## src/sv/gimbal_two_axis_pid_controller_core_defines.svh

```systemverilog
// Assertion macros for the gimbal controller core
`ifndef GIMBAL_TWO_AXIS_PID_CONTROLLER_CORE_DEFINES_SVH
`define GIMBAL_TWO_AXIS_PID_CONTROLLER_CORE_DEFINES_SVH

// Clocked property, off during reset
`define GTPC_ASSERT(lbl, prop, msg) \
  lbl: assert property (@(posedge clk) disable iff (!rst_n) (prop)) else $error(msg);

// Condition followed by a consequence in the next cycle
`define GTPC_NEXT(lbl, cond, cons, msg) \
  `GTPC_ASSERT(lbl, (cond) |=> (cons), msg)

`endif

```

## src/sv/gtpc_pkg.sv

```systemverilog
// Shared constants and codes for the gimbal controller core
package gtpc_pkg;

  localparam int FRAC_BITS_DEF = 8;

  localparam int DRIVE_LIMIT = 29999;
  localparam int INTEG_LIMIT = 19999;
  localparam int ERROR_LIMIT = 9999;
  localparam int P_CLAMP     = 400;

  // Field widths
  localparam int W_COORD = 10;
  localparam int W_LOSS  = 8;
  localparam int W_GYRO  = 16;
  localparam int W_STICK = 11;
  localparam int W_POS   = 13;
  localparam int W_SPIN  = 12;
  localparam int W_DRIVE = 16;

  // Configuration port
  localparam int CFG_AW = 5;
  localparam logic [2:0] REG_CENTER_X  = 3'd0;
  localparam logic [2:0] REG_CENTER_Y  = 3'd1;
  localparam logic [2:0] REG_YAW_OFS   = 3'd2;
  localparam logic [2:0] REG_SWEEP_TST = 3'd3;
  localparam logic [2:0] REG_SWEEP_LO  = 3'd4;
  localparam logic [2:0] REG_SWEEP_HI  = 3'd5;
  localparam logic [2:0] REG_SWEEP_STP = 3'd6;

  // Control path of one tick
  localparam logic [1:0] PATH_TRACK  = 2'd0;
  localparam logic [1:0] PATH_SEARCH = 2'd1;
  localparam logic [1:0] PATH_MANUAL = 2'd2;
  localparam logic [1:0] PATH_OFF    = 2'd3;

  // Sweep direction
  localparam logic [1:0] DIR_NONE = 2'd0;
  localparam logic [1:0] DIR_UP   = 2'd1;
  localparam logic [1:0] DIR_DOWN = 2'd2;

endpackage

```

## src/sv/gtpc_in_if.sv

```systemverilog
// Input item channel: one control tick
interface gtpc_in_if;
  logic                                  valid;
  logic                                  ready;
  logic                                  mode;
  logic [1:0]                            switch_pos;
  logic [gtpc_pkg::W_LOSS-1:0]           loss_count;
  logic [gtpc_pkg::W_COORD-1:0]          target_x;
  logic [gtpc_pkg::W_COORD-1:0]          target_y;
  logic [gtpc_pkg::W_COORD-1:0]          target_width;
  logic signed [gtpc_pkg::W_GYRO-1:0]    gyro_yaw;
  logic signed [gtpc_pkg::W_GYRO-1:0]    gyro_pitch;
  logic [gtpc_pkg::W_STICK-1:0]          stick_yaw;
  logic [gtpc_pkg::W_STICK-1:0]          stick_pitch;
  logic [gtpc_pkg::W_POS-1:0]            pitch_position;
  logic signed [gtpc_pkg::W_SPIN-1:0]    spin_rate;

  modport source (output valid, mode, switch_pos, loss_count, target_x, target_y,
                  target_width, gyro_yaw, gyro_pitch, stick_yaw, stick_pitch,
                  pitch_position, spin_rate, input ready);
  modport sink (input valid, mode, switch_pos, loss_count, target_x, target_y,
                target_width, gyro_yaw, gyro_pitch, stick_yaw, stick_pitch,
                pitch_position, spin_rate, output ready);
endinterface

```

## src/sv/gtpc_out_if.sv

```systemverilog
// Result item channel: motor drive commands
interface gtpc_out_if;
  logic                                valid;
  logic                                ready;
  logic signed [gtpc_pkg::W_DRIVE-1:0] yaw_drive;
  logic signed [gtpc_pkg::W_DRIVE-1:0] pitch_drive;
  logic                                drive_enabled;

  modport source (output valid, yaw_drive, pitch_drive, drive_enabled, input ready);
  modport sink (input valid, yaw_drive, pitch_drive, drive_enabled, output ready);
endinterface

```

## src/sv/gtpc_smul.sv

```systemverilog
// Bit-serial signed by unsigned multiplier, one multiplier bit per cycle
module gtpc_smul #(
  parameter int XW = gtpc_pkg::FRAC_BITS_DEF + 18,
  parameter int MW = gtpc_pkg::FRAC_BITS_DEF + 3
) (
  input  logic                    clk,
  input  logic                    rst_n,
  input  logic                    start,
  input  logic signed [XW-1:0]    x,
  input  logic [MW-1:0]           m,
  output logic                    done,
  output logic signed [XW+MW-1:0] p
);
  localparam int PW = XW + MW;
  localparam int CW = $clog2(MW + 1);

  logic signed [PW-1:0] acc_r;
  logic signed [PW-1:0] xs_r;
  logic [MW-1:0]        m_r;
  logic [CW-1:0]        cnt_r;
  logic                 busy_r;
  logic                 done_r;

  always_ff @(posedge clk) begin
    if (!rst_n) begin
      busy_r <= 1'b0;
      done_r <= 1'b0;
      cnt_r  <= '0;
    end else begin
      done_r <= busy_r && (cnt_r == CW'(1));
      if (!busy_r && start) begin
        busy_r <= 1'b1;
        cnt_r  <= CW'(MW);
      end else if (busy_r) begin
        cnt_r <= cnt_r - CW'(1);
        if (cnt_r == CW'(1)) begin
          busy_r <= 1'b0;
        end
      end
    end
  end

  // Shift-add: add the shifted multiplicand for each set multiplier bit
  always_ff @(posedge clk) begin
    if (!busy_r && start) begin
      acc_r <= '0;
      xs_r  <= PW'(x);
      m_r   <= m;
    end else if (busy_r) begin
      if (m_r[0]) begin
        acc_r <= acc_r + xs_r;
      end
      xs_r <= xs_r <<< 1;
      m_r  <= m_r >> 1;
    end
  end

  assign done = done_r;
  assign p    = acc_r;
endmodule

```

## src/sv/gimbal_two_axis_pid_controller_core.sv

```systemverilog
// Flow: a disabled tick's item goes from accept straight to ST_OUT; any other tick runs
// up to twelve products through one bit-serial multiplier; without a target the aim products are skipped.
// Throughput: one item at a time; the next item is taken once the result is registered.
// Reset (synchronous, rst_n low): registers to defaults, loop state cleared,
// sweep target 400, output channel empty.
`include "gimbal_two_axis_pid_controller_core_defines.svh"
module gimbal_two_axis_pid_controller_core #(
  parameter int FRAC_BITS = gtpc_pkg::FRAC_BITS_DEF
) (
  input  logic                        clk,
  input  logic                        rst_n,
  gtpc_in_if.sink                     in_if,
  gtpc_out_if.source                  out_if,
  input  logic                        psel,
  input  logic                        penable,
  input  logic                        pwrite,
  input  logic [gtpc_pkg::CFG_AW-1:0] paddr,
  input  logic [31:0]                 pwdata,
  output logic [31:0]                 prdata,
  output logic                        pready
);
  localparam int EW = FRAC_BITS + 18;
  localparam int XW = EW;
  localparam int MW = FRAC_BITS + 3;
  localparam int PW = XW + MW;
  localparam int RW = FRAC_BITS + 16;
  localparam int IW = FRAC_BITS + 16;

  localparam logic [MW-1:0] QC_095 = MW'(((longint'(95) << FRAC_BITS) + 50) / 100);
  localparam logic [MW-1:0] QC_06  = MW'(((longint'(6) << FRAC_BITS) + 5) / 10);
  localparam logic [MW-1:0] QC_072 = MW'(((longint'(72) << FRAC_BITS) + 50) / 100);
  localparam logic [MW-1:0] QC_09  = MW'(((longint'(9) << FRAC_BITS) + 5) / 10);
  localparam logic [MW-1:0] QC_188 = MW'(((longint'(188) << FRAC_BITS) + 50) / 100);
  localparam logic [MW-1:0] QC_118 = MW'(((longint'(118) << FRAC_BITS) + 50) / 100);
  localparam logic [MW-1:0] QC_012 = MW'(((longint'(12) << FRAC_BITS) + 50) / 100);
  localparam logic [MW-1:0] QC_032 = MW'(((longint'(32) << FRAC_BITS) + 50) / 100);
  localparam logic [MW-1:0] QC_25  = MW'(((longint'(25) << FRAC_BITS) + 5) / 10);
  localparam logic [MW-1:0] QC_15  = MW'(((longint'(15) << FRAC_BITS) + 5) / 10);
  localparam logic [MW-1:0] QC_12  = MW'(((longint'(12) << FRAC_BITS) + 5) / 10);
  localparam logic [MW-1:0] QC_02  = MW'(((longint'(2) << FRAC_BITS) + 5) / 10);
  localparam logic [MW-1:0] G_ONE  = MW'(longint'(1) << FRAC_BITS);
  localparam logic [MW-1:0] G_TWO  = MW'(longint'(2) << FRAC_BITS);
  localparam logic [MW-1:0] G_16   = MW'(16);
  localparam logic [MW-1:0] G_17   = MW'(17);
  localparam logic [MW-1:0] G_18   = MW'(18);

  localparam logic signed [EW-1:0] C_YAW =
    EW'(((longint'(76207) << FRAC_BITS) + 5000) / 10000);
  localparam logic signed [EW-1:0] C_PIT =
    EW'(((longint'(3321) << FRAC_BITS) + 500) / 1000);
  localparam logic signed [EW-1:0] ELIM_Q =
    EW'(longint'(gtpc_pkg::ERROR_LIMIT) << FRAC_BITS);
  localparam logic signed [PW-1:0] ILIM_Q =
    PW'(longint'(gtpc_pkg::INTEG_LIMIT) << FRAC_BITS);
  localparam logic signed [PW-1:0] DLIM_Q =
    PW'(longint'(gtpc_pkg::DRIVE_LIMIT) << FRAC_BITS);
  localparam logic signed [PW-1:0] PCLAMP = PW'(gtpc_pkg::P_CLAMP);

  localparam logic [1:0] ST_IDLE = 2'd0;
  localparam logic [1:0] ST_MUL  = 2'd1;
  localparam logic [1:0] ST_TGT  = 2'd2;
  localparam logic [1:0] ST_OUT  = 2'd3;

  localparam logic [3:0] K_EX = 4'd0;
  localparam logic [3:0] K_DX = 4'd1;
  localparam logic [3:0] K_EY = 4'd2;
  localparam logic [3:0] K_DY = 4'd3;
  localparam logic [3:0] K_YI = 4'd4;
  localparam logic [3:0] K_YP = 4'd5;
  localparam logic [3:0] K_YD = 4'd6;
  localparam logic [3:0] K_YO = 4'd7;
  localparam logic [3:0] K_PI = 4'd8;
  localparam logic [3:0] K_PP = 4'd9;
  localparam logic [3:0] K_PD = 4'd10;
  localparam logic [3:0] K_PO = 4'd11;

  function automatic logic signed [PW-1:0] trunc_q(input logic signed [PW-1:0] v);
    if (v < 0) begin
      trunc_q = -((-v) >>> FRAC_BITS);
    end else begin
      trunc_q = v >>> FRAC_BITS;
    end
  endfunction

  // Configuration registers
  logic [9:0]  cx_r, cy_r;
  logic [7:0]  off_r;
  logic        swt_r;
  logic [12:0] swlo_r, swhi_r;
  logic [11:0] swstep_r;

  // Loop state
  logic                  cap_r;
  logic signed [RW-1:0]  yrt_r, prt_r;
  logic signed [IW-1:0]  yint_r, pint_r;
  logic signed [17:0]    prev_yr_r;
  logic signed [15:0]    prev_pr_r;
  logic signed [11:0]    prev_ex_r, prev_ey_r;
  logic [1:0]            sdir_r;
  logic signed [12:0]    stgt_r;

  // Sequencer
  logic [1:0] st_r;
  logic [3:0] k_r;
  logic       issued_r;
  logic [1:0] path_r;
  logic       tgt_r;
  logic       loss1_r;

  // Latched tick data and work registers
  logic signed [11:0]   ex_r, ey_r;
  logic signed [12:0]   dx_r, dy_r;
  logic signed [17:0]   yrate_r;
  logic signed [15:0]   gp_r;
  logic signed [11:0]   spin_r;
  logic [10:0]          sy_r, sp_r;
  logic signed [PW-1:0] tmp_r;
  logic signed [13:0]   ax_r, ay_r;
  logic signed [EW-1:0] yerr_r, perr_r;
  logic signed [15:0]   ydrv_r, pdrv_r;
  logic                 en_r;

  // Output register
  logic               ov_r;
  logic signed [15:0] oy_r, op_r;
  logic               oe_r;

  // Accept-side logic
  logic                 in_fire;
  logic [10:0]          aim_row;
  logic                 cap_nxt;
  logic [1:0]           path_nxt;
  logic signed [11:0]   ex_nxt, ey_nxt;
  logic                 tupd_nxt;
  logic signed [17:0]   yrate_nxt;
  logic [1:0]           sdir_nxt;
  logic signed [12:0]   stgt_nxt;

  assign in_fire = in_if.valid && in_if.ready;
  assign in_if.ready = (st_r == ST_IDLE);

  always_comb begin
    aim_row  = {1'b0, cy_r} + ((in_if.target_width <= 10'd6) ? 11'd5 : 11'd0);
    cap_nxt  = in_if.mode ? (in_if.loss_count < 8'd3) : cap_r;
    if (in_if.switch_pos == 2'd0) begin
      path_nxt = gtpc_pkg::PATH_OFF;
    end else if (in_if.mode && cap_nxt) begin
      path_nxt = gtpc_pkg::PATH_TRACK;
    end else if (in_if.mode) begin
      path_nxt = gtpc_pkg::PATH_SEARCH;
    end else begin
      path_nxt = gtpc_pkg::PATH_MANUAL;
    end
    ex_nxt   = $signed({2'b00, in_if.target_x}) - $signed({2'b00, cx_r});
    ey_nxt   = $signed({2'b00, in_if.target_y}) - $signed({1'b0, aim_row});
    tupd_nxt = (path_nxt == gtpc_pkg::PATH_TRACK) &&
               ((in_if.target_x != '0) || (in_if.target_y != '0));
    if (in_if.mode) begin
      yrate_nxt = 18'(in_if.gyro_yaw);
    end else begin
      yrate_nxt = 18'(in_if.gyro_yaw) + 18'($signed({1'b0, off_r}));
    end
    if (in_if.pitch_position >= swhi_r) begin
      sdir_nxt = gtpc_pkg::DIR_DOWN;
    end else if (in_if.pitch_position <= swlo_r) begin
      sdir_nxt = gtpc_pkg::DIR_UP;
    end else begin
      sdir_nxt = sdir_r;
    end
    if (sdir_nxt == gtpc_pkg::DIR_UP) begin
      stgt_nxt = $signed({1'b0, swstep_r});
    end else if (sdir_nxt == gtpc_pkg::DIR_DOWN) begin
      stgt_nxt = -$signed({1'b0, swstep_r});
    end else begin
      stgt_nxt = stgt_r;
    end
  end

  // Gains for the current path
  logic [MW-1:0] igy, pgy, ogy, dgy, igp, pgp, ogp, dgp;

  always_comb begin
    case (path_r)
      gtpc_pkg::PATH_TRACK: begin
        igy = QC_188; pgy = G_17; ogy = QC_012; dgy = QC_25;
        igp = QC_118; pgp = G_16; ogp = QC_032; dgp = G_TWO;
      end
      gtpc_pkg::PATH_SEARCH: begin
        igy = QC_188; pgy = G_16; ogy = G_ONE; dgy = QC_15;
        igp = QC_118; pgp = G_16; ogp = G_ONE; dgp = G_ONE;
      end
      default: begin
        igy = QC_118; pgy = G_18; ogy = G_ONE; dgy = QC_12;
        igp = QC_118; pgp = G_18; ogp = G_ONE; dgp = QC_02;
      end
    endcase
  end

  // Multiplier operands
  logic signed [XW-1:0] x_sel;
  logic [MW-1:0]        m_sel;
  logic signed [EW-1:0] ydr, pdr;
  logic                 mul_start, mul_done;
  logic signed [PW-1:0] mul_p;

  assign ydr = EW'(yrate_r) - EW'(prev_yr_r);
  assign pdr = EW'(gp_r) - EW'(prev_pr_r);

  always_comb begin
    case (k_r)
      K_EX:    begin x_sel = XW'(ex_r);   m_sel = QC_095; end
      K_DX:    begin x_sel = XW'(dx_r);   m_sel = QC_06;  end
      K_EY:    begin x_sel = XW'(ey_r);   m_sel = QC_072; end
      K_DY:    begin x_sel = XW'(dy_r);   m_sel = QC_09;  end
      K_YI:    begin x_sel = yerr_r;      m_sel = igy;    end
      K_YP:    begin x_sel = yerr_r;      m_sel = pgy;    end
      K_YD:    begin x_sel = ydr;         m_sel = dgy;    end
      K_YO:    begin x_sel = XW'(yint_r); m_sel = ogy;    end
      K_PI:    begin x_sel = perr_r;      m_sel = igp;    end
      K_PP:    begin x_sel = perr_r;      m_sel = pgp;    end
      K_PD:    begin x_sel = pdr;         m_sel = dgp;    end
      default: begin x_sel = XW'(pint_r); m_sel = ogp;    end
    endcase
  end

  assign mul_start = (st_r == ST_MUL) && !issued_r;

  gtpc_smul #(
    .XW (XW),
    .MW (MW)
  ) u_mul (
    .clk   (clk),
    .rst_n (rst_n),
    .start (mul_start),
    .x     (x_sel),
    .m     (m_sel),
    .done  (mul_done),
    .p     (mul_p)
  );

  // Post-processing of a finished product
  logic signed [PW-1:0] p_floor, tr_in, tr_out, p_clamp;
  logic signed [PW-1:0] isum, isum_c, o_sum, o_sat, drv_c;
  logic signed [EW-1:0] err_sel;

  always_comb begin
    p_floor = mul_p >>> FRAC_BITS;
    case (k_r)
      K_DX:    tr_in = (tmp_r <<< FRAC_BITS) + mul_p;
      K_DY:    tr_in = tmp_r + mul_p;
      default: tr_in = mul_p;
    endcase
    tr_out = trunc_q(tr_in);
    if (tr_out > PCLAMP) begin
      p_clamp = PCLAMP;
    end else if (tr_out < -PCLAMP) begin
      p_clamp = -PCLAMP;
    end else begin
      p_clamp = tr_out;
    end
    if (k_r == K_YI) begin
      isum    = PW'(yint_r) + p_floor;
      err_sel = yerr_r;
    end else begin
      isum    = PW'(pint_r) + p_floor;
      err_sel = perr_r;
    end
    if ((err_sel > ELIM_Q) || (err_sel < -ELIM_Q)) begin
      isum_c = '0;
    end else if (isum > ILIM_Q) begin
      isum_c = ILIM_Q;
    end else if (isum < -ILIM_Q) begin
      isum_c = -ILIM_Q;
    end else begin
      isum_c = isum;
    end
    o_sum = tmp_r + p_floor;
    if (o_sum > DLIM_Q) begin
      o_sat = DLIM_Q;
    end else if (o_sum < -DLIM_Q) begin
      o_sat = -DLIM_Q;
    end else begin
      o_sat = o_sum;
    end
    drv_c = trunc_q(o_sat);
  end

  // Rate targets and rate errors
  logic signed [EW-1:0] ax_e, ay_e, ax10, ay10, spin_e, spin55, dsy, dsp;
  logic signed [EW-1:0] yrt_t, prt_t, yerr_t, perr_t;

  always_comb begin
    ax_e   = EW'(ax_r);
    ay_e   = EW'(ay_r);
    ax10   = (ax_e <<< 3) + (ax_e <<< 1);
    ay10   = (ay_e <<< 3) + (ay_e <<< 1);
    spin_e = EW'(spin_r);
    spin55 = (spin_e <<< 6) - (spin_e <<< 3) - spin_e;
    dsy    = EW'($signed({1'b0, sy_r}) - 12'sd1024);
    dsp    = EW'($signed({1'b0, sp_r}) - 12'sd1024);
    case (path_r)
      gtpc_pkg::PATH_TRACK: begin
        yrt_t = tgt_r ? -(ax10 <<< FRAC_BITS) : EW'(yrt_r);
        prt_t = tgt_r ? -(ay10 <<< FRAC_BITS) : EW'(prt_r);
        if (loss1_r) begin
          yrt_t = '0;
          prt_t = '0;
        end
      end
      gtpc_pkg::PATH_SEARCH: begin
        if (!swt_r) begin
          yrt_t = (spin55 <<< (FRAC_BITS - 4)) - (EW'(8) <<< FRAC_BITS);
          prt_t = '0;
        end else begin
          yrt_t = '0;
          prt_t = EW'(stgt_r) <<< FRAC_BITS;
        end
      end
      default: begin
        yrt_t = -(dsy <<< (FRAC_BITS + 3));
        prt_t = dsp <<< (FRAC_BITS + 3);
      end
    endcase
    yerr_t = yrt_t - (EW'(yrate_r) <<< FRAC_BITS) + C_YAW;
    perr_t = prt_t - (EW'(gp_r) <<< FRAC_BITS) - C_PIT;
  end

  // Tick data capture
  always_ff @(posedge clk) begin
    if (in_fire) begin
      ex_r    <= ex_nxt;
      ey_r    <= ey_nxt;
      dx_r    <= 13'(ex_nxt) - 13'(prev_ex_r);
      dy_r    <= 13'(ey_nxt) - 13'(prev_ey_r);
      yrate_r <= yrate_nxt;
      gp_r    <= in_if.gyro_pitch;
      spin_r  <= in_if.spin_rate;
      sy_r    <= in_if.stick_yaw;
      sp_r    <= in_if.stick_pitch;
    end
  end

  // Sequencer, loop state and configuration
  always_ff @(posedge clk) begin
    if (!rst_n) begin
      cx_r      <= 10'd560;
      cy_r      <= 10'd440;
      off_r     <= 8'd9;
      swt_r     <= 1'b0;
      swlo_r    <= 13'd3700;
      swhi_r    <= 13'd4500;
      swstep_r  <= 12'd300;
      cap_r     <= 1'b0;
      yrt_r     <= '0;
      prt_r     <= '0;
      yint_r    <= '0;
      pint_r    <= '0;
      prev_yr_r <= '0;
      prev_pr_r <= '0;
      prev_ex_r <= '0;
      prev_ey_r <= '0;
      sdir_r    <= gtpc_pkg::DIR_NONE;
      stgt_r    <= 13'sd400;
      st_r      <= ST_IDLE;
      k_r       <= K_EX;
      issued_r  <= 1'b0;
      path_r    <= gtpc_pkg::PATH_OFF;
      tgt_r     <= 1'b0;
      loss1_r   <= 1'b0;
      tmp_r     <= '0;
      ax_r      <= '0;
      ay_r      <= '0;
      yerr_r    <= '0;
      perr_r    <= '0;
      ydrv_r    <= '0;
      pdrv_r    <= '0;
      en_r      <= 1'b0;
      ov_r      <= 1'b0;
      oy_r      <= '0;
      op_r      <= '0;
      oe_r      <= 1'b0;
    end else begin
      if (psel && penable && pwrite) begin
        case (paddr[4:2])
          gtpc_pkg::REG_CENTER_X:  cx_r     <= pwdata[9:0];
          gtpc_pkg::REG_CENTER_Y:  cy_r     <= pwdata[9:0];
          gtpc_pkg::REG_YAW_OFS:   off_r    <= pwdata[7:0];
          gtpc_pkg::REG_SWEEP_TST: swt_r    <= pwdata[0];
          gtpc_pkg::REG_SWEEP_LO:  swlo_r   <= pwdata[12:0];
          gtpc_pkg::REG_SWEEP_HI:  swhi_r   <= pwdata[12:0];
          gtpc_pkg::REG_SWEEP_STP: swstep_r <= pwdata[11:0];
          default: ;
        endcase
      end

      // Drop the taken item unless a new one is loaded this cycle
      if (ov_r && out_if.ready && (st_r != ST_OUT)) begin
        ov_r <= 1'b0;
      end

      case (st_r)
        ST_IDLE: begin
          if (in_fire) begin
            cap_r   <= cap_nxt;
            path_r  <= path_nxt;
            tgt_r   <= tupd_nxt;
            loss1_r <= (in_if.loss_count == 8'd1);
            if (path_nxt == gtpc_pkg::PATH_OFF) begin
              ydrv_r <= '0;
              pdrv_r <= '0;
              en_r   <= 1'b0;
              st_r   <= ST_OUT;
            end else begin
              if (tupd_nxt) begin
                prev_ex_r <= ex_nxt;
                prev_ey_r <= ey_nxt;
              end
              if (path_nxt == gtpc_pkg::PATH_SEARCH) begin
                sdir_r <= sdir_nxt;
                stgt_r <= stgt_nxt;
              end
              k_r      <= K_EX;
              issued_r <= 1'b0;
              st_r     <= tupd_nxt ? ST_MUL : ST_TGT;
            end
          end
        end
        ST_TGT: begin
          yrt_r    <= RW'(yrt_t);
          prt_r    <= RW'(prt_t);
          yerr_r   <= yerr_t;
          perr_r   <= perr_t;
          k_r      <= K_YI;
          issued_r <= 1'b0;
          st_r     <= ST_MUL;
        end
        ST_MUL: begin
          if (!issued_r) begin
            issued_r <= 1'b1;
          end
          if (mul_done) begin
            issued_r <= 1'b0;
            k_r      <= k_r + 4'd1;
            case (k_r)
              K_EX: tmp_r <= p_clamp;
              K_DX: ax_r  <= tr_out[13:0];
              K_EY: tmp_r <= mul_p;
              K_DY: begin
                ay_r <= tr_out[13:0];
                st_r <= ST_TGT;
              end
              K_YI: yint_r <= isum_c[IW-1:0];
              K_YP: tmp_r  <= mul_p;
              K_YD: tmp_r  <= tmp_r - mul_p;
              K_YO: ydrv_r <= drv_c[15:0];
              K_PI: pint_r <= isum_c[IW-1:0];
              K_PP: tmp_r  <= mul_p;
              K_PD: tmp_r  <= tmp_r - mul_p;
              K_PO: begin
                pdrv_r    <= drv_c[15:0];
                en_r      <= 1'b1;
                prev_yr_r <= yrate_r;
                prev_pr_r <= gp_r;
                st_r      <= ST_OUT;
              end
              default: ;
            endcase
          end
        end
        ST_OUT: begin
          // Hand the result over once the output register is free
          if (!ov_r || out_if.ready) begin
            ov_r <= 1'b1;
            oy_r <= ydrv_r;
            op_r <= pdrv_r;
            oe_r <= en_r;
            st_r <= ST_IDLE;
          end
        end
        default: st_r <= ST_IDLE;
      endcase
    end
  end

  assign out_if.valid         = ov_r;
  assign out_if.yaw_drive     = oy_r;
  assign out_if.pitch_drive   = op_r;
  assign out_if.drive_enabled = oe_r;

  assign pready = 1'b1;

  always_comb begin
    case (paddr[4:2])
      gtpc_pkg::REG_CENTER_X:  prdata = {22'd0, cx_r};
      gtpc_pkg::REG_CENTER_Y:  prdata = {22'd0, cy_r};
      gtpc_pkg::REG_YAW_OFS:   prdata = {24'd0, off_r};
      gtpc_pkg::REG_SWEEP_TST: prdata = {31'd0, swt_r};
      gtpc_pkg::REG_SWEEP_LO:  prdata = {19'd0, swlo_r};
      gtpc_pkg::REG_SWEEP_HI:  prdata = {19'd0, swhi_r};
      gtpc_pkg::REG_SWEEP_STP: prdata = {20'd0, swstep_r};
      default:                 prdata = 32'd0;
    endcase
  end

  `GTPC_NEXT(a_one_item_in_flight, in_if.valid && in_if.ready, !in_if.ready, "item taken while busy")
  `GTPC_ASSERT(a_off_drives_zero, (out_if.valid && !out_if.drive_enabled) |-> (out_if.yaw_drive == 16'sd0 && out_if.pitch_drive == 16'sd0), "disabled item with nonzero drive")
  `GTPC_ASSERT(a_drive_range, out_if.valid |-> (out_if.yaw_drive <= 16'sd29999 && out_if.yaw_drive >= -16'sd29999 && out_if.pitch_drive <= 16'sd29999 && out_if.pitch_drive >= -16'sd29999), "drive beyond limit")
  `GTPC_ASSERT(a_integ_range, (PW'(yint_r) <= ILIM_Q) && (PW'(yint_r) >= -ILIM_Q) && (PW'(pint_r) <= ILIM_Q) && (PW'(pint_r) >= -ILIM_Q), "integral beyond clamp")
endmodule

```

## src/flat_wrapper.sv

```systemverilog
// flat-port wrapper written by rule: the top's interface ports become plain ports
module gimbal_two_axis_pid_controller_core_flat 
#(
  parameter int FRAC_BITS = gtpc_pkg::FRAC_BITS_DEF
)
  (clk, rst_n, psel, penable, pwrite, paddr, pwdata, prdata, pready, in_if_valid, in_if_mode, in_if_switch_pos, in_if_loss_count, in_if_target_x, in_if_target_y, in_if_target_width, in_if_gyro_yaw, in_if_gyro_pitch, in_if_stick_yaw, in_if_stick_pitch, in_if_pitch_position, in_if_spin_rate, in_if_ready, out_if_valid, out_if_yaw_drive, out_if_pitch_drive, out_if_drive_enabled, out_if_ready);
  gtpc_in_if in_if_i ();
  gtpc_out_if out_if_i ();
  input  logic clk;
  input  logic rst_n;
  input  logic psel;
  input  logic penable;
  input  logic pwrite;
  input  logic [gtpc_pkg::CFG_AW-1:0] paddr;
  input  logic [31:0] pwdata;
  output logic [31:0] prdata;
  output logic pready;
  input wire logic [$bits(in_if_i.valid)-1:0] in_if_valid;
  input wire logic [$bits(in_if_i.mode)-1:0] in_if_mode;
  input wire logic [$bits(in_if_i.switch_pos)-1:0] in_if_switch_pos;
  input wire logic [$bits(in_if_i.loss_count)-1:0] in_if_loss_count;
  input wire logic [$bits(in_if_i.target_x)-1:0] in_if_target_x;
  input wire logic [$bits(in_if_i.target_y)-1:0] in_if_target_y;
  input wire logic [$bits(in_if_i.target_width)-1:0] in_if_target_width;
  input wire logic [$bits(in_if_i.gyro_yaw)-1:0] in_if_gyro_yaw;
  input wire logic [$bits(in_if_i.gyro_pitch)-1:0] in_if_gyro_pitch;
  input wire logic [$bits(in_if_i.stick_yaw)-1:0] in_if_stick_yaw;
  input wire logic [$bits(in_if_i.stick_pitch)-1:0] in_if_stick_pitch;
  input wire logic [$bits(in_if_i.pitch_position)-1:0] in_if_pitch_position;
  input wire logic [$bits(in_if_i.spin_rate)-1:0] in_if_spin_rate;
  output wire logic [$bits(in_if_i.ready)-1:0] in_if_ready;
  output wire logic [$bits(out_if_i.valid)-1:0] out_if_valid;
  output wire logic [$bits(out_if_i.yaw_drive)-1:0] out_if_yaw_drive;
  output wire logic [$bits(out_if_i.pitch_drive)-1:0] out_if_pitch_drive;
  output wire logic [$bits(out_if_i.drive_enabled)-1:0] out_if_drive_enabled;
  input wire logic [$bits(out_if_i.ready)-1:0] out_if_ready;
  assign in_if_i.valid = in_if_valid;
  assign in_if_i.mode = in_if_mode;
  assign in_if_i.switch_pos = in_if_switch_pos;
  assign in_if_i.loss_count = in_if_loss_count;
  assign in_if_i.target_x = in_if_target_x;
  assign in_if_i.target_y = in_if_target_y;
  assign in_if_i.target_width = in_if_target_width;
  assign in_if_i.gyro_yaw = in_if_gyro_yaw;
  assign in_if_i.gyro_pitch = in_if_gyro_pitch;
  assign in_if_i.stick_yaw = in_if_stick_yaw;
  assign in_if_i.stick_pitch = in_if_stick_pitch;
  assign in_if_i.pitch_position = in_if_pitch_position;
  assign in_if_i.spin_rate = in_if_spin_rate;
  assign in_if_ready = in_if_i.ready;
  assign out_if_valid = out_if_i.valid;
  assign out_if_yaw_drive = out_if_i.yaw_drive;
  assign out_if_pitch_drive = out_if_i.pitch_drive;
  assign out_if_drive_enabled = out_if_i.drive_enabled;
  assign out_if_i.ready = out_if_ready;
  gimbal_two_axis_pid_controller_core #(.FRAC_BITS(FRAC_BITS)) u_core (.clk(clk), .rst_n(rst_n), .in_if(in_if_i), .out_if(out_if_i), .psel(psel), .penable(penable), .pwrite(pwrite), .paddr(paddr), .pwdata(pwdata), .prdata(prdata), .pready(pready));
endmodule
```

## config.mk

```make
export PLATFORM = sky130hd
export DESIGN_NAME = gimbal_two_axis_pid_controller_core_flat
export DESIGN_NICKNAME = d
export VERILOG_FILES = /design/src/sv/gtpc_pkg.sv /design/src/sv/gtpc_in_if.sv /design/src/sv/gtpc_out_if.sv /design/src/sv/gtpc_smul.sv /design/src/sv/gimbal_two_axis_pid_controller_core.sv /design/src/flat_wrapper.sv
export VERILOG_INCLUDE_DIRS = /design/src /design/src/sv
export SDC_FILE = /design/constraint.sdc
export NUM_CORES = 2
export LEC_CHECK = 0
export BUFFER_PORTS_ARGS = -buffer_cell sky130_fd_sc_hd__clkbuf_2
export CAP_MARGIN = 20
export CORE_MARGIN = 2
export CORE_UTILIZATION = 29
export DETAILED_ROUTE_END_ITERATION = 10
export GPL_TIMING_DRIVEN = 1
export PLACE_DENSITY = 0.54
export REMOVE_ABC_BUFFERS = 1
export SLEW_MARGIN = 20
export SYNTH_ARGS = -nofsm -noshare
export SYNTH_HDL_FRONTEND = slang
export SYNTH_SLANG_ARGS = --single-unit
```

## constraint.sdc

```tcl
create_clock -name clk -period 9.5 [get_ports clk]
set_clock_uncertainty 0.15 [all_clocks]
set_input_delay 1.9 -clock clk [delete_from_list [all_inputs] [get_ports clk]]
set_output_delay 1.9 -clock clk [all_outputs]
set_load 0.01 [all_outputs]
```

# [Yosys cells after proc, flatten, opt, wreduce, memory -nomap -nowiden]
# Index checks and enable logic that the tools add are counted.
[word_totals] reg_bits=639 inputBits=164
[op_classes] n_lt_le_gt_ge=14 reduce_logical=59 mux=81 eq_ne=36 add_sub_neg=36 bitwise=2
[ops] operator="$mux W37" n=8
[ops] operator="$pmux W26 S9" n=1
[ops] operator="$mux W26" n=7
[ops] operator="$pmux W11 S11" n=1
[ops] operator="$mux W16" n=7
[ops] operator="$add A37 B37 Y37" n=3
[ops] operator="$pmux W37 S3" n=1
[ops] operator="$pmux W26 S2" n=2
[ops] operator="$pmux W13 S7" n=1
[ops] operator="$neg A26 Y26" n=3
[ops] operator="$gt A37 B24 Y1 const B" n=2
[ops] operator="$lt A37 B1 Y1 const B" n=2
[ops] operator="$lt A37 B24 Y1 const B" n=2
[ops] operator="$pmux W37 S2" n=1
[ops] operator="$mux W24" n=3
[ops] operator="$pmux W16 S2" n=2
[ops] operator="$add A24 B29 Y30" n=2
[ops] operator="$pmux W10 S2" n=2
[ops] operator="$add A37 B29 Y37" n=1
[ops] operator="$gt A37 B10 Y1 const B" n=1
[ops] operator="$lt A37 B10 Y1 const B" n=1
[ops] operator="$neg A29 Y37" n=1
[ops] operator="$neg A37 Y37" n=1
[ops] operator="$sub A37 B37 Y37" n=1
[ops] operator="other kinds (71)" n=172

# [Logic depth before layout (Yosys ltp)]
[logic_depth] word_depth=11 ltp_mapped=33 mapped_depth_nobuf=30

# [Hierarchy]
# Synthesis repeated with hierarchy kept, for this count alone.
[unflattened] hier_cells=6209 hier_area_um2=49075.8
[modules_own_cells] mod="gimbal_two_axis_pid_controller_core" area_each_um2=43709.4 cells_per_inst=5569 instances=1
[modules_own_cells] mod="gtpc_smul" area_each_um2=5366.4 cells_per_inst=640 instances=1

# [Worst setup path before layout]
# No wires, ideal clock.
[synth_path] path_kind="reg2reg" startpoint="reg u_core.u_mul.acc_r[14] (netlist: u_core.u_mul.p[14])" endpoint="reg u_core.pdrv_r[12]" stages_incl_launch_ff=32 t_required_ns=9.224 t_arrival_ns=6.272 path_buffers=4 setup_time_ns=0.126 path_slack_ns=2.952 path_cell_list="dfxtp_1 -> ha_1 -> buf_2 -> and4_1 -> and2_1 -> a2111oi_1 -> o21ai_0 -> xor2_1 -> o211a_1 -> o21ai_0 -> nand2_1 -> nand2_1 -> nand3_1 -> o21ai_0 -> nor4_1 -> nand4_1 -> or3_1 -> ha_1 -> clkbuf_1 -> clkbuf_1 -> clkbuf_1 -> nor3_1 -> ha_1 -> nand2b_1 -> a21oi_1 -> nand3b_1 -> o21a_1 -> nor2_1 -> nor3_1 -> or3b_2 -> a22oi_1 -> nor2_1"
[synth_between] elab_chain_cells=10
[synth_rtl] element="start: declaration" line_no="gtpc_smul.sv:17" rtl="logic signed [PW-1:0] acc_r;"
[synth_rtl] element="start signal: assignment" line_no="gtpc_smul.sv:51" rtl="acc_r <= acc_r + xs_r;"
[synth_rtl] element="$add A37 B29 Y37 (*)" line_no="gimbal_two_axis_pid_controller_core.sv:277" rtl="o_sum = tmp_r + p_floor;"
[synth_rtl] element="$lt A37 B24 Y1" line_no="gimbal_two_axis_pid_controller_core.sv:280" rtl="end else if (o_sum < -DLIM_Q) begin"
[synth_rtl] element="$mux W37" line_no="gimbal_two_axis_pid_controller_core.sv:280"
[synth_rtl] element="$mux W37 (*)" line_no="gimbal_two_axis_pid_controller_core.sv:278" rtl="if (o_sum > DLIM_Q) begin"
[synth_rtl] element="$neg A24 Y24" line_no="gimbal_two_axis_pid_controller_core.sv:79" rtl="trunc_q = -((-v) >>> FRAC_BITS);"
[synth_rtl] element="$neg A16 Y16" line_no="gimbal_two_axis_pid_controller_core.sv:79"
[synth_rtl] element="$mux W16 (*)" line_no="gimbal_two_axis_pid_controller_core.sv:78" rtl="if (v < 0) begin"
[synth_rtl] element="$mux W16 (*)" line_no="gimbal_two_axis_pid_controller_core.sv:444" rtl="case (k_r)"
[synth_rtl] element="$mux W16 (*)" line_no="gimbal_two_axis_pid_controller_core.sv:441" rtl="if (mul_done) begin"
[synth_rtl] element="$pmux W16 S2 (*)" line_no="gimbal_two_axis_pid_controller_core.sv:401" rtl="case (st_r)"
[synth_rtl] element="end signal: assignment" line_no="gimbal_two_axis_pid_controller_core.sv:460" rtl="pdrv_r <= drv_c[15:0];"
[synth_rtl] element="end: declaration" line_no="gimbal_two_axis_pid_controller_core.sv:120" rtl="logic signed [15:0] ydrv_r, pdrv_r;"
# Every way passes the cells marked *; elsewhere a longest branch is shown, timed or not. The select of a mux whose other input is x is not followed.
# A chain may end at the register's enable or synchronous reset.

# [Worst setup path in the final report]
[layout_path] startpoint="reg u_core.u_mul.acc_r[13] (netlist: u_core.u_mul.p[13])" endpoint="reg u_core.pdrv_r[12]"
# Same word-level chain as after synthesis.

==> impl_metrics.json <==
{
  "status": "finished clean",
  "post_synth_instance_area_sq_mm": 0.04818,
  "synthDistinctLibCells": 105,
  "post-synth-top-count-cell": "sky130_fd_sc_hd__nand2_1",
  "synth_top_flop_cell": "sky130_fd_sc_hd__dfxtp_1",
  "sequentialPowerShare": 0.285,
  "first_global_vias": 42630,
  "power.clock.fraction": 0.238,
  "r2r.worst_path.cells": 28,
  "timing.final.max_slew_violations": 0,
  "place.detailed.hpwl_um": 135100,
  "startpoint": "u_core.u_mul.p[13]$_SDFFE_PP0P_",
  "leakage_nw": 21.87,
  "start_util": 0.2920,
  "clock-sinks": 633,
  "design.final.nets": 6714,
  "global_route.overflow_total": 0,
  "hold_path.startpoint": "u_core.tgt_r$_SDFFE_PN0P_",
  "drc_errors": 0,
  "design.core.area_sq_mm": 0.1650,
  "htreeDepth": 3,
  "power_switching_share": 0.4384,
  "layout.cells.non_filler": 8345,
  "setup_repair_after_global_routing_missed_its_margin": "no",
  "post_cts_hold_buffer_count": 0,
  "via_per_inst": 5.409,
  "grtUsageTotal": 0.1991,
  "crit_path_start_kind": "register",
  "setup_tns_ns": 0,
  "tightestPinTransition_ns": 1.177,
  "net-switching-power_mw": 5.925,
  "critPathTopFamily": "simple AND/OR/NAND/NOR gates",
  "timing.final.crit_share": 0.8239,
  "ios": 232,
  "cp_slowest_cell": "sky130_fd_sc_hd__a2111oi_1",
  "maxCapViolations": 0,
  "cp-end-kind": "register",
  "tritoncts.num_buffers": 76,
  "cp_data_arrival_time_ns": 8.21,
  "path_common_cell": "sky130_fd_sc_hd__o21ai_0",
  "cts_max_path_buffers": 3,
  "syn_avg_cell_area_sq_um": 7.972,
  "cts.repair.resized": 0,
  "worst_path_largest_cell_delay_ns": 0.91,
  "parity_gate_share_of_the_synthesized_area_counting_xor_and_xnor_cells": 0.06581,
  "dr.first_iter.drc_count": 3849,
  "reg2reg_from": "u_core.u_mul.p[13]$_SDFFE_PP0P_",
  "largest_net_degree_at_the_start_of_global_routing": 164,
  "final_hold_viol_count": 0,
  "postCtsSetupRepairBufs": 0,
  "maximum_clock_rate_mhz": 127.8,
  "asr_flop_ratio_synth": 0,
  "cts-root-buf": "sky130_fd_sc_hd__clkbuf_16",
  "die_height_um": 411.6,
  "antenna-diode-count": 0,
  "layout_cells_sized_above_1": 0.08171,
  "post_drt_wl_per_cell_um": 20.84,
  "seq_area_frac_synth": 0.2967,
  "post_layout_min_period_ns": 7.827,
  "syn_inst": 6043,
  "timing.critical_path.fanout_max": 27,
  "slew_margin_rel": 0.2127,
  "cellPowerDensity_mw_per_mm2": 250.2,
  "ff_latch_area_sq_mm": 0.01430,
  "routed-via-count": 45135,
  "critical_path_depth_in_cells": 28,
  "dominant_combinational_cell_family_by_area_after_synthesis": "compound AO/OA/AOI/OAI gates",
  "worst_skew_pair.late_latency_ns": 0.69,
  "critical_path_required_ns": 9.88,
  "multi_input_comb_area_sq_mm": 0.03131,
  "comb_power_share": 0.478,
  "clk_transition_reported_paths_ns": 0.06,
  "timing.hold.worst.class": "register to register",
  "postRouteAntennaNets": 0,
  "synth_area_in_compound_gates": 0.2324,
  "filler_cell_count": 17526,
  "synthSimpleGateAreaFrac": 0.2009,
  "synth.yosys.warnings": 0,
  "worstHoldPathCells": 2,
  "synth_top_area_cell": "sky130_fd_sc_hd__dfxtp_1",
  "worst_r2r_endpoint": "u_core.pdrv_r[12]$_SDFFE_PN0P_",
  "ir_worst_vdd_mv": 0.1406,
  "drt-total-wl_um": 173900,
  "timing.critical_path.buf_inv": 1,
  "placementRows": 149,
  "numPortBuffers": 190,
  "ys_ff_latch": 633,
  "horiz_die_dim_um": 411.6,
  "regToRegSetupSlack_ns": 1.67,
  "antenna_found_initial": 5,
  "tritoncts": "done",
  "die_area_sq_mm": 0.1694,
  "worst_hold_slack_ns": 0.3029,
  "place.detailed.instances": 8205,
  "netlist.area_leader.share": 0.1957,
  "worstHoldEndpoint": "u_core.tgt_r$_SDFFE_PN0P_",
  "drtPass1Iterations": 8,
  "power.internal_mw": 7.590,
  "place_congestion": 0.9413,
  "critPathKind": "register to register",
  "ys_top_cells_by_count": "705 x sky130_fd_sc_hd__nand2_1, 567 x sky130_fd_sc_hd__a21oi_1, 517 x sky130_fd_sc_hd__nor2_1, 471 x sky130_fd_sc_hd__dfxtp_1, 433 x sky130_fd_sc_hd__ha_1",
  "first_pass_grt_wire_length_um": 263000,
  "synth_fa_ha_area_frac": 0.1220,
  "count_of_flip_flops_with_a_built_in_enable_after_synthesis": 162,
  "flow.area_growth_from_synthesis_pct": 12.10,
  "setup_viol": 0,
  "synth_mux_area_frac": 0.02574,
  "ys_top_cells_by_area": "sky130_fd_sc_hd__dfxtp_1 20%, sky130_fd_sc_hd__ha_1 11%, sky130_fd_sc_hd__edfxtp_1 10%"
}
==> cells by family after synthesis <==
group,after synthesis
simple gates,2055
compound gates,1723
buf+inv,696
flops,633
fa+ha+maj,456
xor+xnor,362
mux,116
other cells,2
==> placed cells by master, fill, tap and decap left out, types with 22 or more instances in the layout <==
cell type                   count
sky130_fd_sc_hd__nand2_1      705
sky130_fd_sc_hd__a21oi_1      566
sky130_fd_sc_hd__nor2_1       515
sky130_fd_sc_hd__dfxtp_1      470
sky130_fd_sc_hd__ha_1         432
sky130_fd_sc_hd__inv_1        390
sky130_fd_sc_hd__o21ai_0      314
sky130_fd_sc_hd__xnor2_1      250
sky130_fd_sc_hd__clkbuf_2     189
sky130_fd_sc_hd__edfxtp_1     162
sky130_fd_sc_hd__nand3_1      150
sky130_fd_sc_hd__nor3_1       125
sky130_fd_sc_hd__xor2_1       112
sky130_fd_sc_hd__mux2i_1       98
sky130_fd_sc_hd__a21o_1        86
sky130_fd_sc_hd__clkbuf_16     77
sky130_fd_sc_hd__a211oi_1      73
sky130_fd_sc_hd__nand2b_1      71
sky130_fd_sc_hd__nor2b_1       69
sky130_fd_sc_hd__a22oi_1       69
sky130_fd_sc_hd__buf_4         67
sky130_fd_sc_hd__and3_1        62
sky130_fd_sc_hd__or3_1         60
sky130_fd_sc_hd__o21bai_1      60
sky130_fd_sc_hd__o211ai_1      55
sky130_fd_sc_hd__nor4_1        53
sky130_fd_sc_hd__nand4_1       53
sky130_fd_sc_hd__and2_1        53
sky130_fd_sc_hd__a31oi_1       52
sky130_fd_sc_hd__a22o_1        44
sky130_fd_sc_hd__o21a_1        43
sky130_fd_sc_hd__or2_2         42
sky130_fd_sc_hd__o22ai_1       37
sky130_fd_sc_hd__o31ai_1       29
sky130_fd_sc_hd__a221oi_1      24
sky130_fd_sc_hd__a222oi_1      23
sky130_fd_sc_hd__fa_1          23
sky130_fd_sc_hd__a211o_1       22
==> power groups by stage <==
stage	Clock (mW)	Combinational, mW	Sequential, mW
after global routing	3.39	7.14	3.88
after floorplan	0	4.59	3.66
final	3.21	6.45	3.85
after global placement	0	6.31	3.89
after CTS	3.28	6.42	3.84
after detailed placement	0	6.38	3.89
==> worst min-delay path, delay by kind of cell (launching register included) <==
family	cells	cell delay, ns
flops	1	0.32
simple gates	1	0.05
compound gates	1	0.05
==> state kept, by name, summed over array words and instances (netlist names), 17 cells and up <==
register           flops
u_core.prt_r          23
u_core.tmp_r          37
u_core.u_mul.xs_r     37
u_core.prev_yr_r      17
u_core.pint_r         24
u_core.u_mul.p        37
u_core.yrate_r        17
u_core.perr_r         26
u_core.yint_r         24
u_core.yrt_r          24
u_core.yerr_r         26
==> how the worst max path moves through the flow <==
stage,end
after detailed placement,u_core.pdrv_r[12]$_SDFFE_PN0P_
after floorplan,u_core.pint_r[0]$_SDFFE_PN0P_
after CTS,u_core.pdrv_r[12]$_SDFFE_PN0P_
after global routing,u_core.pdrv_r[12]$_SDFFE_PN0P_
after global placement,u_core.pdrv_r[12]$_SDFFE_PN0P_
final,u_core.pdrv_r[12]$_SDFFE_PN0P_
==> layer usage <==
metal  track usage  vias to the layer above  part of all wire
met2        0.3284                     1376              0.46
met1        0.2666                    21668              0.45
met4       0.06530                        6             0.035
met3       0.02681                      251             0.055
met5             0                        -           0.00026
li1              -                    21834                 -
==> final cells by class <==
cell class              count  area share
multi-input cells        4732      0.5798
clock buffers              94     0.03779
flip-flops and latches    633      0.2647
well taps                2189     0.05071
inverters                 394     0.02757
repair buffers            257     0.02720
clock inverters            46     0.01226
==> through the flow <==
step / utilization / cell area [sq um] / setup WS [ns] / power, mW
final: 0.3273 / 54010 / 1.673 / 13.51
after global routing: 0.3273 / 54010 / 1.019 / 14.41
after CTS: 0.3273 / 54010 / 1.782 / 13.53
after detailed placement: 0.3109 / 51300 / 1.857 / 10.27
after global placement: 0.3109 / 51300 / 1.741 / 10.20
after floorplan: - / 47010 / 1.516 / 8.250
Note: power is estimated with default switching activity, not from simulation.
